$ cat src/hw/rtl/wss_ram.sv
`timescale 1ns / 1ps
// ----------------------------------------------------------------------------
// Generic RAM
// One write port and one read port with registered read data.
// ----------------------------------------------------------------------------
module wss_ram #(
   parameter int unsigned WIDTH = 8,
   parameter int unsigned DEPTH = 16
) (
   input  logic                     clock,
   input  logic                     wr_en,
   input  logic [$clog2(DEPTH)-1:0] wr_addr,
   input  logic [WIDTH-1:0]         wr_data,
   input  logic [$clog2(DEPTH)-1:0] rd_addr,
   output logic [WIDTH-1:0]         rd_data
);
   logic [WIDTH-1:0] mem_ff [DEPTH];
   logic [WIDTH-1:0] rd_data_ff;

   always_ff @(posedge clock) begin
      if (wr_en) begin
         mem_ff[wr_addr] <= wr_data;
      end
      rd_data_ff <= mem_ff[rd_addr];
   end

   assign rd_data = rd_data_ff;

endmodule

$ cat config.mk
export PLATFORM = sky130hd
export DESIGN_NAME = wss_ram
export DESIGN_NICKNAME = d
export VERILOG_FILES = /design/src/hw/rtl/wss_ram.sv
export SDC_FILE = /design/constraint.sdc
export NUM_CORES = 1
export LEC_CHECK = 0
export ABC_CLOCK_PERIOD_IN_PS = 3640
export BUFFER_PORTS_ARGS = -buffer_cell sky130_fd_sc_hd__buf_2
export CORE_MARGIN = 2
export CORE_UTILIZATION = 45
export DETAILED_ROUTE_END_ITERATION = 7
export PLACE_DENSITY_LB_ADDON = 0.2
export SLEW_MARGIN = 0
export SYNTH_ARGS = -nofsm -noshare
export SYNTH_HDL_FRONTEND = slang
export SYNTH_SLANG_ARGS = --single-unit
$ cat constraint.sdc
create_clock -name clock -period 3.64 [get_ports clock]
set_clock_uncertainty 0.2 [all_clocks]
set_input_delay 0.364 -clock clock [delete_from_list [all_inputs] [get_ports clock]]
set_output_delay 0.364 -clock clock [all_outputs]
set_load 0.01 [all_outputs]
==> results.md <==
- Worst R2R Start: mem_ff[5][2]
- Overall routing resource usage: 16.9%
- Period utilization: 52.9%
- Antenna Violating Nets Remaining: 0
- Crit. End Element: flop
- Min Tclk post-route: 1.92 ns
- CTS tree: built
- DRC: 0
- #FFs+latches synth: 136
- Skew-Pair Late Insertion Delay: 0.41 ns
- Pwr Density: 626 nW/um2
- Final Hold Viols: 0
- Mean post-synth cell area: 22.5 um2
- Initial Utilization: 45.7%
- Number of global-route vias before repair: 2,526
- Top-count cell post-synth: edfxtp_1
- Die Wd: 111 um
- Synth Flop Type: edfxtp_1
- Area leader, netlist: edfxtp_1
- HP Class: in -> reg
- Vias per cell: 5.65
- Synth area leaders: edfxtp_1 75%, mux4_2 7.9%, mux4_1 7.1%
- Post-CTS Setup Inserts: 0
- Hold path start: wr_data[0]
- Clock Pin Slew Worst Setup and Hold Paths: 0.06 ns
- Die area: 12,300 um2
- Fill cell count: 874
- Synth top cells by count: 128 x edfxtp_1, 18 x mux4_2, 16 x a22oi_1, 14 x mux4_1, 13 x nor2_1
- Part of the Yosys area used for sequential elements: 77.8%
- Total placed cells including tap cells: 393
- Drt pass-1 iters: 6
- Layout area overhead: 17.9%
- Slew @ Worst Pin: 0.987 ns
- Core Region: 11,300 um2
- GRT overflow: 0
- Fmax: 520 MHz
- Warnings from Yosys: 0
- Nets: 287
- PnR worst setup slack: 1.72 ns
- Crit path from: rd_addr[0]
- Slew Limit Fails: 0
- Setup TNS: 0 ns
- CP max stage delay: 0.56 ns
- Post-CTS sizing: 0
- Post-DR wirelength/cell: 22.7 um
- Crit path cell chain: buf_2 > buf_4 > mux4_1 > a22oi_1 > nand2_1
- CTS Buffer Depth: 2
- Slowest-stage cell, CP: mux4_1
- CP arrival: 2.02 ns
- CP max FO: 20
- RSZ-0062 raised after global routing: false
- MaxCap Viol Count: 0
- Syn_nets: 247
- DRT iter0 DRCs: 175
- Ys async rst share: 0%
- Final setup violating endpoints: 0
- Num rows: 39
- CP Data Required Time: 3.74 ns
- Post-Synthesis Cells: 229
- Clock sinks: 136
- Final wirelength: 9650 um
- Pre-CTS setup slack: 1.23 ns
- VDD IR-drop max: 380 uV
- RePlAce Congestion: 0.728
- Initial antenna violation count: 0
- Synth cell types: 19
- TritonCTS buffer count: 17
- Clk root buf: clkbuf_16
- Worst Setup Start Kind: primary input
- Detailed-route via count: 2,402
- Crit Path Class: in -> reg
- CTS H-Tree Depth: 4
- Cell family with the largest share of critical-path delay: buffers and inverters
- CP Buf/Inv Count: 2
- PortBufs: 25
- Largest net degree at the start of global routing: 33
- Die Span Y: 111 um
- Ant diodes: 0
- Hpwl dp: 5930 um
- Post-synth top area share: 74.7%
- Slew HR: 33.9%
- IO Pins: 26
- Hold Buf Count CTS: 0
- Syn Std Cell Area: 5150 um2
- Number of flops mapped to enable cells by yosys: 128
- Finished Layout Cells: 425
- Leakage: 2.03 nW
- Layout cells sized above 1: 28.4%
- First-pass GRT wire length: 15,000 um
- Status: finished, final reports clean
## through the flow
stage | area [um2] | hold slack [ns] | utilization (%) | power (mW)
finish | 6070 | 0.148 | 53.8 | 3.80
floorplan | 5150 | 0.263 | - | 1.88
CTS | 6070 | 0.131 | 53.8 | 3.83
detailed placement | 5410 | 0.463 | 48.0 | 1.95
global placement | 5410 | 0.457 | 48.0 | 1.95
global route | 6070 | 0.142 | 53.8 | 3.92
## sequential cells by signal, indices dropped and copies added (netlist names)
signal	count
rd_data	8
mem_ff	128
## metal layers
layer / vias to the layer above / GRT usage (%) / routed length, um
li1: 1052 / - / -
met1: 1273 / 23.8 / 4320
met2: 71 / 26.1 / 4690
met3: 6 / 5.03 / 549
met4: 0 / 5.00 / 87
met5: - / 0 / 0
## layout make-up
type | count | area (um2) | share of cell area [%]
clock buffer | 21 | 460 | 7.59
clock inverter | 11 | 198 | 3.26
multi-input combinational | 83 | 1060 | 17.4
sequential | 136 | 4000 | 66.0
tap | 143 | 179 | 2.95
timing repair buffer | 31 | 170 | 2.80
## cells in the final DEF, fill, tap and decap left out, types with 4 or more instances in the layout
cell type and n:
nor3_1 4, nor2_1 13, clkbuf_16 17, mux4_1 14
bufinv_16 5, clkinvlp_4 4, edfxtp_1 128, a22oi_1 16
buf_2 25, buf_4 6, mux4_2 18, nand2_1 9
dfxtp_1 8
## power breakdown
group,switching [mW],internal (mW),total [mW]
clock network,0.625,1.25,1.88
logic,0.0922,0.0644,0.157
registers,0.00851,1.75,1.76
## worst paths after layout
| path | end | slack [ns] | cells past startpoint |
|---|---|---|---|
| worst max-delay path | rd_data[2] | 1.72 | 5 |
| worst min register to register | rd_data[2] | 0.46 | 3 |
| worst min-delay path | mem_ff[5][0] | 0.15 | 1 |
| worst max register to register | rd_data[2] | 2.09 | 3 |
## worst register-to-register path: stages (launching register included)
cell and delay [ns]:
edfxtp_1 0.36, mux4_1 0.55, a22oi_1 0.25, nand2_1 0.08
## cell families (layout without fill, tap and decap cells)
kind of cell    count (synthesis)  in the layout  synth area share (%)
compound gates                 16             16                  2.33
buf+inv                        10             63                  1.68
flops                         136            136                  77.8
simple gates                   35             35                  3.18
mux                            32             32                  15.0
No activity file was read; power rests on OpenSTA's default activity.
